--- src/cca_pkg.sv ---
`timescale 1ns / 1ps
`default_nettype none
// ----------------------------------------------------------------------------
// cca_pkg
// Shared types and constants for the clock, calendar and alarm core.
// ----------------------------------------------------------------------------
package cca_pkg;

    // Field widths.
    localparam int SEC_W   = 6;
    localparam int MIN_W   = 6;
    localparam int HOUR_W  = 5;
    localparam int DATE_W  = 5;
    localparam int MONTH_W = 4;
    localparam int WDAY_W  = 7;
    localparam int OP_W    = 2;
    localparam int LEVEL_W = 3;
    localparam int BL_W    = 2;
    localparam int BLINK_W = 3;
    localparam int CFG_IDX_W  = 2;
    localparam int CFG_DATA_W = 7;

    // Event codes.
    localparam logic [OP_W-1:0] OP_TICK  = 2'd0;
    localparam logic [OP_W-1:0] OP_LOAD  = 2'd1;
    localparam logic [OP_W-1:0] OP_PRESS = 2'd2;

    // Configuration register indexes.
    localparam logic [CFG_IDX_W-1:0] CFG_ALARM_HOUR   = 2'd0;
    localparam logic [CFG_IDX_W-1:0] CFG_ALARM_MINUTE = 2'd1;
    localparam logic [CFG_IDX_W-1:0] CFG_ALARM_DAYS   = 2'd2;

    // Counter limits.
    localparam logic [SEC_W-1:0]   SEC_TOP   = 6'd59;
    localparam logic [MIN_W-1:0]   MIN_TOP   = 6'd59;
    localparam logic [HOUR_W-1:0]  HOUR_TOP  = 5'd23;
    localparam logic [DATE_W-1:0]  DATE_TOP  = 5'd31;
    localparam logic [MONTH_W-1:0] MONTH_TOP = 4'd12;
    localparam logic [WDAY_W-1:0]  SUNDAY    = 7'd64;
    localparam logic [BLINK_W-1:0] BLINK_START     = 3'd7;
    localparam logic [BL_W-1:0]    BACKLIGHT_TICKS = 2'd3;

    // Refresh levels.
    localparam logic [LEVEL_W-1:0] LVL_SECOND = 3'd1;
    localparam logic [LEVEL_W-1:0] LVL_MINUTE = 3'd2;
    localparam logic [LEVEL_W-1:0] LVL_HOUR   = 3'd3;
    localparam logic [LEVEL_W-1:0] LVL_DATE   = 3'd4;

    // Clock and lamp state.
    typedef struct packed {
        logic [SEC_W-1:0]   seconds;
        logic [MIN_W-1:0]   minutes;
        logic [HOUR_W-1:0]  hours;
        logic [DATE_W-1:0]  day_of_month;
        logic [MONTH_W-1:0] month_number;
        logic [WDAY_W-1:0]  weekday_onehot;
        logic [BL_W-1:0]    backlight_count;
        logic [BLINK_W-1:0] blink_count;
        logic               lamp_on;
    } clk_state_t;

    // Values taken on a load event.
    typedef struct packed {
        logic [SEC_W-1:0]   second;
        logic [MIN_W-1:0]   minute;
        logic [HOUR_W-1:0]  hour;
        logic [DATE_W-1:0]  date;
        logic [MONTH_W-1:0] month;
        logic [WDAY_W-1:0]  weekday;
    } load_t;

    // Alarm settings.
    typedef struct packed {
        logic [HOUR_W-1:0] hour;
        logic [MIN_W-1:0]  minute;
        logic [WDAY_W-1:0] days;
    } alarm_cfg_t;

    // One result item.
    typedef struct packed {
        logic [SEC_W-1:0]   second;
        logic [MIN_W-1:0]   minute;
        logic [HOUR_W-1:0]  hour;
        logic [DATE_W-1:0]  date;
        logic [MONTH_W-1:0] month;
        logic [WDAY_W-1:0]  weekday;
        logic               lamp_lit;
        logic               alarm_fired;
        logic [LEVEL_W-1:0] refresh_level;
    } result_t;

endpackage
`default_nettype wire

--- src/cca_step.sv ---
`timescale 1ns / 1ps
`default_nettype none
// ----------------------------------------------------------------------------
// cca_step
// Next-state and result logic for one event: tick, load or press; an unused code holds the state.
// ----------------------------------------------------------------------------
module cca_step
    import cca_pkg::*;
(
    input  wire clk_state_t cur,
    input  wire logic [OP_W-1:0] opcode,
    input  wire load_t      load,
    input  wire alarm_cfg_t alarm,
    output clk_state_t      nxt,
    output result_t         res
);

    clk_state_t tick_st;
    logic [LEVEL_W-1:0] tick_level;
    logic               tick_fired;
    logic [WDAY_W-1:0]  wday_shift;
    logic [BLINK_W-1:0] blink_arm;
    logic [BLINK_W-1:0] blink_dec;
    logic [LEVEL_W-1:0] level;
    logic               fired;

    assign wday_shift = cur.weekday_onehot >> 1;

    // Cascaded time counters and alarm check for a one-second tick.
    always_comb
    begin
        tick_st    = cur;
        tick_level = LVL_SECOND;
        tick_fired = 1'b0;
        if (cur.seconds < SEC_TOP)
        begin
            tick_st.seconds = cur.seconds + 1'b1;
        end
        else
        begin
            tick_st.seconds = '0;
            tick_level      = LVL_MINUTE;
            if (cur.minutes < MIN_TOP)
            begin
                tick_st.minutes = cur.minutes + 1'b1;
            end
            else
            begin
                tick_st.minutes = '0;
                tick_level      = LVL_HOUR;
                if (cur.hours < HOUR_TOP)
                begin
                    tick_st.hours = cur.hours + 1'b1;
                end
                else
                begin
                    tick_st.hours = '0;
                    tick_level    = LVL_DATE;
                    if (cur.day_of_month < DATE_TOP)
                    begin
                        tick_st.day_of_month = cur.day_of_month + 1'b1;
                    end
                    else
                    begin
                        tick_st.day_of_month = DATE_W'(1);
                        tick_st.month_number = (cur.month_number < MONTH_TOP) ?
                            cur.month_number + 1'b1 : MONTH_W'(1);
                    end
                    tick_st.weekday_onehot = (wday_shift == '0) ? SUNDAY : wday_shift;
                end
            end
            tick_fired = ((alarm.days & tick_st.weekday_onehot) != '0) &&
                         (tick_st.hours == alarm.hour) &&
                         (tick_st.minutes == alarm.minute);
        end

        // Backlight timeout, then blink sequencing.
        if (cur.backlight_count != '0)
        begin
            tick_st.backlight_count = cur.backlight_count - 1'b1;
            if (cur.backlight_count == BL_W'(1))
            begin
                tick_st.lamp_on = 1'b0;
            end
        end
        blink_arm = tick_fired ? BLINK_START : cur.blink_count;
        blink_dec = blink_arm - 1'b1;
        if (blink_arm != '0)
        begin
            tick_st.blink_count = blink_dec;
            if (blink_dec != '0)
            begin
                tick_st.lamp_on = ~blink_dec[0];
            end
        end
        else
        begin
            tick_st.blink_count = blink_arm;
        end
    end

    // Event selection.
    always_comb
    begin
        nxt   = cur;
        level = LVL_SECOND;
        fired = 1'b0;
        unique case (opcode)
            OP_TICK:
            begin
                nxt   = tick_st;
                level = tick_level;
                fired = tick_fired;
            end
            OP_LOAD:
            begin
                nxt.seconds        = load.second;
                nxt.minutes        = load.minute;
                nxt.hours          = load.hour;
                nxt.day_of_month   = load.date;
                nxt.month_number   = load.month;
                nxt.weekday_onehot = load.weekday;
                level              = LVL_DATE;
            end
            OP_PRESS:
            begin
                nxt.lamp_on         = 1'b1;
                nxt.backlight_count = BACKLIGHT_TICKS;
            end
            default:
            begin
                nxt = cur;
            end
        endcase
    end

    // Result item built from the updated state.
    always_comb
    begin
        res.second        = nxt.seconds;
        res.minute        = nxt.minutes;
        res.hour          = nxt.hours;
        res.date          = nxt.day_of_month;
        res.month         = nxt.month_number;
        res.weekday       = nxt.weekday_onehot;
        res.lamp_lit      = nxt.lamp_on;
        res.alarm_fired   = fired;
        res.refresh_level = level;
    end

endmodule
`default_nettype wire

--- src/clock_calendar_with_alarm_core.sv ---
`timescale 1ns / 1ps
`default_nettype none
// ----------------------------------------------------------------------------
// clock_calendar_with_alarm_core
// Real-time clock and calendar with a weekly alarm and an indicator lamp.
// ----------------------------------------------------------------------------
// Each input transfer is one event (one-second tick, time load or backlight
// press) and yields exactly one result transfer with the time after the event,
// the lamp state, the alarm flag and the refresh level. An event enters an
// input register; the clock state and the result register are updated from it
// once the result register is free or drains, so one event per cycle is
// sustained while the output is not stalled. The input register lets one more
// event be taken while a result waits on the output.
// Alarm registers are written through the cfg port and should only change
// while no event is in flight.
// ----------------------------------------------------------------------------
module clock_calendar_with_alarm_core
    import cca_pkg::*;
(
    input  wire logic                  clk,
    input  wire logic                  rst_n,
    // Configuration writes.
    input  wire logic                  cfg_write,
    input  wire logic [CFG_IDX_W-1:0]  cfg_index,
    input  wire logic [CFG_DATA_W-1:0] cfg_data,
    // Event input.
    input  wire logic                  in_valid,
    output logic                       in_ready,
    input  wire logic [OP_W-1:0]       opcode,
    input  wire logic [SEC_W-1:0]      load_second,
    input  wire logic [MIN_W-1:0]      load_minute,
    input  wire logic [HOUR_W-1:0]     load_hour,
    input  wire logic [DATE_W-1:0]     load_date,
    input  wire logic [MONTH_W-1:0]    load_month,
    input  wire logic [WDAY_W-1:0]     load_weekday,
    // Result output.
    output logic                       out_valid,
    input  wire logic                  out_ready,
    output logic [SEC_W-1:0]           now_second,
    output logic [MIN_W-1:0]           now_minute,
    output logic [HOUR_W-1:0]          now_hour,
    output logic [DATE_W-1:0]          now_date,
    output logic [MONTH_W-1:0]         now_month,
    output logic [WDAY_W-1:0]          now_weekday,
    output logic                       lamp_lit,
    output logic                       alarm_fired,
    output logic [LEVEL_W-1:0]         refresh_level
);

    alarm_cfg_t alarm_reg;
    clk_state_t state_reg;
    clk_state_t state_next;
    logic            in_full_reg;
    logic [OP_W-1:0] op_reg;
    load_t           load_reg;
    logic            out_valid_reg;
    result_t         res_reg;
    result_t         res_next;
    logic            advance;

    // The input register moves on when the result register is free or drains.
    assign advance  = in_full_reg && (!out_valid_reg || out_ready);
    assign in_ready = !in_full_reg || advance;

    // Alarm configuration registers.
    always_ff @(posedge clk or negedge rst_n)
    begin
        if (!rst_n)
        begin
            alarm_reg <= '0;
        end
        else if (cfg_write)
        begin
            unique case (cfg_index)
                CFG_ALARM_HOUR:   alarm_reg.hour   <= cfg_data[HOUR_W-1:0];
                CFG_ALARM_MINUTE: alarm_reg.minute <= cfg_data[MIN_W-1:0];
                CFG_ALARM_DAYS:   alarm_reg.days   <= cfg_data[WDAY_W-1:0];
                default:          alarm_reg        <= alarm_reg;
            endcase
        end
    end

    // Input register control.
    always_ff @(posedge clk or negedge rst_n)
    begin
        if (!rst_n)
        begin
            in_full_reg <= 1'b0;
        end
        else if (in_ready)
        begin
            in_full_reg <= in_valid;
        end
    end

    // Input register payload.
    always_ff @(posedge clk)
    begin
        if (in_valid && in_ready)
        begin
            op_reg          <= opcode;
            load_reg.second <= load_second;
            load_reg.minute <= load_minute;
            load_reg.hour   <= load_hour;
            load_reg.date   <= load_date;
            load_reg.month  <= load_month;
            load_reg.weekday <= load_weekday;
        end
    end

    // Event logic.
    cca_step u_step (
        .cur    (state_reg),
        .opcode (op_reg),
        .load   (load_reg),
        .alarm  (alarm_reg),
        .nxt    (state_next),
        .res    (res_next)
    );

    // Clock state and result valid.
    always_ff @(posedge clk or negedge rst_n)
    begin
        if (!rst_n)
        begin
            state_reg.seconds         <= '0;
            state_reg.minutes         <= '0;
            state_reg.hours           <= '0;
            state_reg.day_of_month    <= DATE_W'(1);
            state_reg.month_number    <= MONTH_W'(1);
            state_reg.weekday_onehot  <= SUNDAY;
            state_reg.backlight_count <= '0;
            state_reg.blink_count     <= '0;
            state_reg.lamp_on         <= 1'b0;
            out_valid_reg             <= 1'b0;
        end
        else
        begin
            if (advance)
            begin
                state_reg <= state_next;
            end
            if (advance)
            begin
                out_valid_reg <= 1'b1;
            end
            else if (out_ready)
            begin
                out_valid_reg <= 1'b0;
            end
        end
    end

    // Result payload register.
    always_ff @(posedge clk)
    begin
        if (advance)
        begin
            res_reg <= res_next;
        end
    end

    assign out_valid     = out_valid_reg;
    assign now_second    = res_reg.second;
    assign now_minute    = res_reg.minute;
    assign now_hour      = res_reg.hour;
    assign now_date      = res_reg.date;
    assign now_month     = res_reg.month;
    assign now_weekday   = res_reg.weekday;
    assign lamp_lit      = res_reg.lamp_lit;
    assign alarm_fired   = res_reg.alarm_fired;
    assign refresh_level = res_reg.refresh_level;

endmodule
`default_nettype wire

--- config.mk ---
export PLATFORM = sky130hd
export DESIGN_NAME = clock_calendar_with_alarm_core
export DESIGN_NICKNAME = d
export VERILOG_FILES = /design/src/cca_pkg.sv /design/src/cca_step.sv /design/src/clock_calendar_with_alarm_core.sv
export SDC_FILE = /design/constraint.sdc
export NUM_CORES = 1
export LEC_CHECK = 0
export BUFFER_PORTS_ARGS = -buffer_cell sky130_fd_sc_hd__buf_2
export CORE_MARGIN = 1.5
export CORE_UTILIZATION = 29
export CTS_CLUSTER_DIAMETER = 30
export DETAILED_ROUTE_END_ITERATION = 16
export GPL_TIMING_DRIVEN = 0
export PLACE_DENSITY = 0.44
export SYNTH_ARGS = -nofsm -noshare
export SYNTH_HDL_FRONTEND = slang
export SYNTH_HIERARCHICAL = 1
export SYNTH_SLANG_ARGS = --single-unit
export TNS_END_PERCENT = 1
--- constraint.sdc ---
create_clock -name clk -period 4.35 [get_ports clk]
set_clock_uncertainty 0.05 [all_clocks]
set_input_delay 0.435 -clock clk [delete_from_list [all_inputs] [get_ports clk]]
set_output_delay 0.435 -clock clk [all_outputs]
set_load 0.01 [all_outputs]
* Word level (Yosys, flattened, before mapping)
Index checks and enable logic that the tools add are counted.
** Storage, ports and cells
- Register bits after elaboration :: 132
- Input bits :: 49
** Cells by class
- Equal/unequal tests :: 8
- Order comparisons :: 5
- Bitwise logic cells :: 2
- Mux-type cells :: 29
- Reduce and logical (&&, ||, !) cells :: 22
- Add/sub/neg operators :: 7
** Operators by type and width (number)
- $pmux W33 S2 :: 1
- $mux W21 :: 2
- $mux W27 :: 1
- $mux W6 :: 3
- $mux W16 :: 1
- $mux W3 :: 5
- $add A6 B1 Y6 const B :: 2
- $lt A6 B6 Y1 const B :: 2
- $add A5 B1 Y5 const B :: 2
- $lt A5 B5 Y1 const B :: 2
- $mux W5 :: 2
- $mux W4 :: 2
- $reduce_and A2 Y1 :: 4
- $and A7 B7 Y7 :: 1
- $logic_not A7 Y1 :: 1
- $mux W1 :: 7
- $mux W7 :: 1
- $reduce_bool A7 Y1 :: 1
- $eq A2 B1 Y1 const B :: 3
- $eq A6 B6 Y1 :: 1
- $pmux W3 S2 :: 1
- $reduce_bool A2 Y1 :: 3
- $reduce_bool A3 Y1 :: 2
- $eq A5 B5 Y1 :: 1
- other kinds (15) :: 22

* Longest topological paths before layout
- Word-level depth :: 17
- Gate-level depth with buffers :: 19

* By module
The synthesis kept the hierarchy.
** By module, submodules not included
- clock_calendar_with_alarm_core :: cells an instance 203, area each 4590.7 sq um, instances 1, sequential area each 3672.3 sq um
- cca_step :: cells an instance 363, area each 2287.2 sq um, instances 1, sequential area each 0.0 sq um

* Worst setup path after synthesis
No wires, ideal clock.
- Kind :: reg-to-reg
- Start point :: reg state_reg[27] in the netlist's numbering
- End point :: reg state_reg[0] in the netlist's numbering
- Path slack :: 0.477 ns
- Period minus slack after synthesis :: 3.873 ns
- Cell stages (with the launch flop) :: 19
- Arrival time :: 3.698 ns
- Required time :: 4.175 ns
- Cells stage by stage :: dfrtp_1 -> ha_1 -> clkbuf_2 -> o2111a_2 -> buf_4 -> nand3_1 -> mux2_2 -> a22oi_1 -> nand3_1 -> and4_1 -> nor2_1 -> ha_1 -> inv_1 -> ha_1 -> a21oi_1 -> o21ai_0 -> a311oi_1 -> nor2_1 -> mux2_4
** RTL lines
- start: declaration :: line clock_calendar_with_alarm_core.sv:51 : clk_state_t state_reg;
- start signal: assignment :: line clock_calendar_with_alarm_core.sv:141 : state_reg <= state_next;

==> summary.md <==
| Metric | Value |
|---|---|
| Mapped Area | 6878 um2 |
| Sequential Power Share | 39.6% |
| Core area | 23,400 um2 |
| Die Ht | 157 um |
| Final Critical Period | 4.087 ns |
| Remaining Overflow, GRT | 0 |
| Psw | 1.635 mW |
| Reg2Reg Capture Point | state_reg[0] |
| Skew-Pair Late Insertion Delay | 0.42 ns |
| CTS Buf Count | 17 |
| Worst slew margin | 22.18% |
| Worst hold margin | 0.04242 ns |
| Clock power share | 29.2% |
| Netlist cell types | 68 |
| Max_cap viols | 0 |
| Sw frac | 32.65% |
| Via density per instance | 4.917 |
| Crit. End Element | register |
| Sequential fraction of the synthesis area | 53.39% |
| Worst Path Required | 4.61 ns |
| Placer Congestion | 0.8108 |
| Leak | 3.514 nW |
| ANT nets after route | 0 |
| Peak VDD IR | 233.4 uV |
| Run status | completed |
| Gate power share | 31.3% |
| IO buf count | 88 |
| Dpl cell area | 7761 um2 |
| DR vias | 4,956 |
| First-pass GRT wire length | 29,230 um |
| I/O pin count | 89 |
| RR Startpoint | state_reg[27] |
| Setup slack after layout | 0.2631 ns |
| DR iter-0 viols | 321 |
| Hold crit path type | in -> async |
| Worst path cell trace | ha_1 -> clkbuf_2 -> o2111a_2 -> buf_4 -> nand2_1 -> a2111oi_2 -> nand4_1 -> nor4_4 -> and4_4 -> nor2_2 -> ha_1 -> inv_1 -> ha_1 -> a21oi_2 -> o21ai_1 -> a311oi_1 -> nor2_1 -> mux2_4 |
| FF+latch count, synth | 132 |
| Sink Count | 132 |
| Inserted Diodes | 0 |
| Initial antenna violation count | 0 |
| Overall global routing resource usage | 16.13% |
| Final slew viol count | 0 |
| Post-synth EDFFs | 73 |
| Row cnt | 56 |
| Main flop type after synthesis | edfxtp_1 |
| Synthesis-to-finish area growth | 22.54% |
| Filler Cell Count | 2,359 |
| Final nets | 734 |
| Synth Instances | 566 |
| CP dominant cell by count | ha_1 |
| Final setup viols | 0 |
| Die area | 24,650 um2 |
| Root Driver | clkbuf_16 |
| Worst path slowest cell | dfrtp_2 |
| Worst Path Class, Setup | reg -> reg |
| Achievable Freq | 0.2447 GHz |
| Worst Tran Pin Value | 1.163 ns |
| Hpwl dp | 13,440 um |
| Clk slew on worst S/H paths | 0.06 ns |
| TritonCTS clock tree | done |
| Unrepaired setup endpoints after global routing | false |
| Pwr Density | 594.0 nW/um2 |
| Drt total wl | 19,270 um |
| Layout cells sized above 1 | 37.88% |
| Synth Net Count | 624 |
| Drt first pass iters | 5 |
| CP Launch Type | register |
| Post-synth ARST share | 44.70% |
| Vias in the first global route | 4,931 |
| H-tree Lvls | 4 |
| Chip width | 157 um |
| Int Pwr | 3.372 mW |
| Slowest stage delay, CP | 0.44 ns |
| YS warnings | 6 |
| Synth Area per Inst | 12.15 um2 |
| FF-to-FF path depth | 18 |
| Tcrit/Tclk final | 93.95% |
| Avg WL per Cell | 19.12 um |
| Largest register FFs | 39 |
| Critical path arrival | 4.35 ns |
| Worst slack at placement | -0.1453 ns |
| Pin count of the biggest net entering global routing | 60 |
| Flop2flop setup slack | 0.26 ns |
| Critical path fanouts, max | 10 |
| Initial core utilization | 29.39% |
| Hold Violations, Final | 0 |
| DRC Markers | 0 |
| Design area | 8428 um2 |
| Max Buffers Root-to-Sink | 2 |
## placed cells by master (no fill, tap or decap), types with 15 or more instances in the layout
cell type / count
a21oi_1: 29
buf_2: 90
buf_4: 41
clkbuf_1: 20
clkbuf_16: 21
dfrtp_1: 55
edfxtp_1: 73
inv_1: 15
mux2_2: 28
mux2_4: 39
nand2_1: 35
nor2_1: 28
nor3_1: 16
o21ai_0: 36
## metal layers
metal  track usage [%]  routed length, um  share of wire [%]  vias to the layer above
met5                 0                  0                  0                        -
li1                  -                  -                  -                     2319
met3             3.111                902                4.7                       26
met4             7.029                510                2.6                        0
met2             25.66               9063                 47                      149
met1             21.33               8792                 46                     2462
## metrics by stage
step / power (mW) / TNS (ns) / util [%] / cells
5_1_grt: 5.297 / 0 / 36.01 / 1008
3_5_place_dp: 3.517 / -0.2834 / 33.16 / 975
3_3_place_gp: 3.495 / -0.4286 / 32.98 / 973
4_1_cts: 5.023 / 0 / 35.86 / 1007
2_1_floorplan: 3.053 / 0 / - / 566
6_report: 5.006 / 0 / 36.01 / 1008
## layout make-up
type                    instances  area, um2  area share (%)
flip-flops and latches        132       3674           43.59
multi-input cells             355       2779           32.97
clock buffers                  28      581.8           6.903
repair buffers                 91      490.5           5.819
plain buffers                  63      417.9           4.958
well taps                     319      399.1           4.736
inverters                      16      60.06          0.7126
clock inverters                 4      26.28          0.3118
## cell families after synthesis
kind of cell | count (synthesis) | synth area share (%)
and+or+nand+nor | 134 | 10.30
xor gates and xnor gates | 6 | 0.7640
buffers and inverters | 79 | 6.876
AOI/OAI and AO/OA | 135 | 13.35
adders and majority gates | 9 | 1.637
DFF | 132 | 53.39
muxes | 71 | 13.68
## cell usage after synthesis, types with 4 or more instances
cell type | number | share of area, %
o22ai_1 | 5 | 0.45
a211oi_1 | 6 | 0.65
mux2_4 | 39 | 8.5
buf_2 | 5 | 0.36
o21ai_0 | 37 | 2.7
nor4_1 | 4 | 0.36
ha_1 | 9 | 1.6
a311oi_1 | 4 | 0.51
dfrtp_1 | 56 | 20
nor3_1 | 16 | 1.2
mux2i_1 | 4 | 0.58
nand2_1 | 35 | 1.9
a21oi_1 | 30 | 2.2
nand3_1 | 14 | 1.0
xor2_1 | 5 | 0.64
nand2b_1 | 7 | 0.64
mux2_2 | 28 | 4.6
buf_6 | 4 | 0.65
edfxtp_1 | 73 | 32
and3_1 | 7 | 0.64
clkbuf_1 | 16 | 0.87
inv_1 | 16 | 0.87
buf_4 | 37 | 4.0
nor2_1 | 29 | 1.6
o22a_1 | 4 | 0.51
a22oi_1 | 14 | 1.5
## how the worst max path moves through the flow
stage	start	to	slack, ns	cells past startpoint
2_1_floorplan	state_reg[27]	state_reg[0]	0.48	18
3_3_place_gp	state_reg[27]	state_reg[0]	-0.22	18
3_5_place_dp	state_reg[27]	state_reg[0]	-0.15	19
4_1_cts	state_reg[27]	state_reg[0]	0.01	18
5_1_grt	state_reg[27]	state_reg[0]	0.004	18
6_report	state_reg[27]	state_reg[0]	0.26	18
## power groups by stage
| stage | clock, mW | sequential (mW) | combinational [mW] |
|---|---|---|---|
| finish | 1.46 | 1.98 | 1.57 |
| global placement | 0 | 1.99 | 1.51 |
| floorplan | 0 | 1.93 | 1.12 |
| global route | 1.55 | 2.03 | 1.72 |
| detailed placement | 0 | 1.99 | 1.53 |
| CTS | 1.50 | 1.98 | 1.55 |
## critical path: cells and delay by family (launching register included)
family	cells	cell delay, ns
fa+ha+maj	3	0.63
buf+inv	3	0.46
mux	1	0.27
flops	1	0.44
simple gates	6	0.96
compound gates	5	1.19
## repair_timing
item                                    CTS  global route
endpoints found under the setup margin    2             2
cloned                                    0             0
pin swaps                                 0             3
hold buffers                              0             0
gates resized for setup                   7             8
setup buffers                             0             1
(Power assumes the default switching activity.)
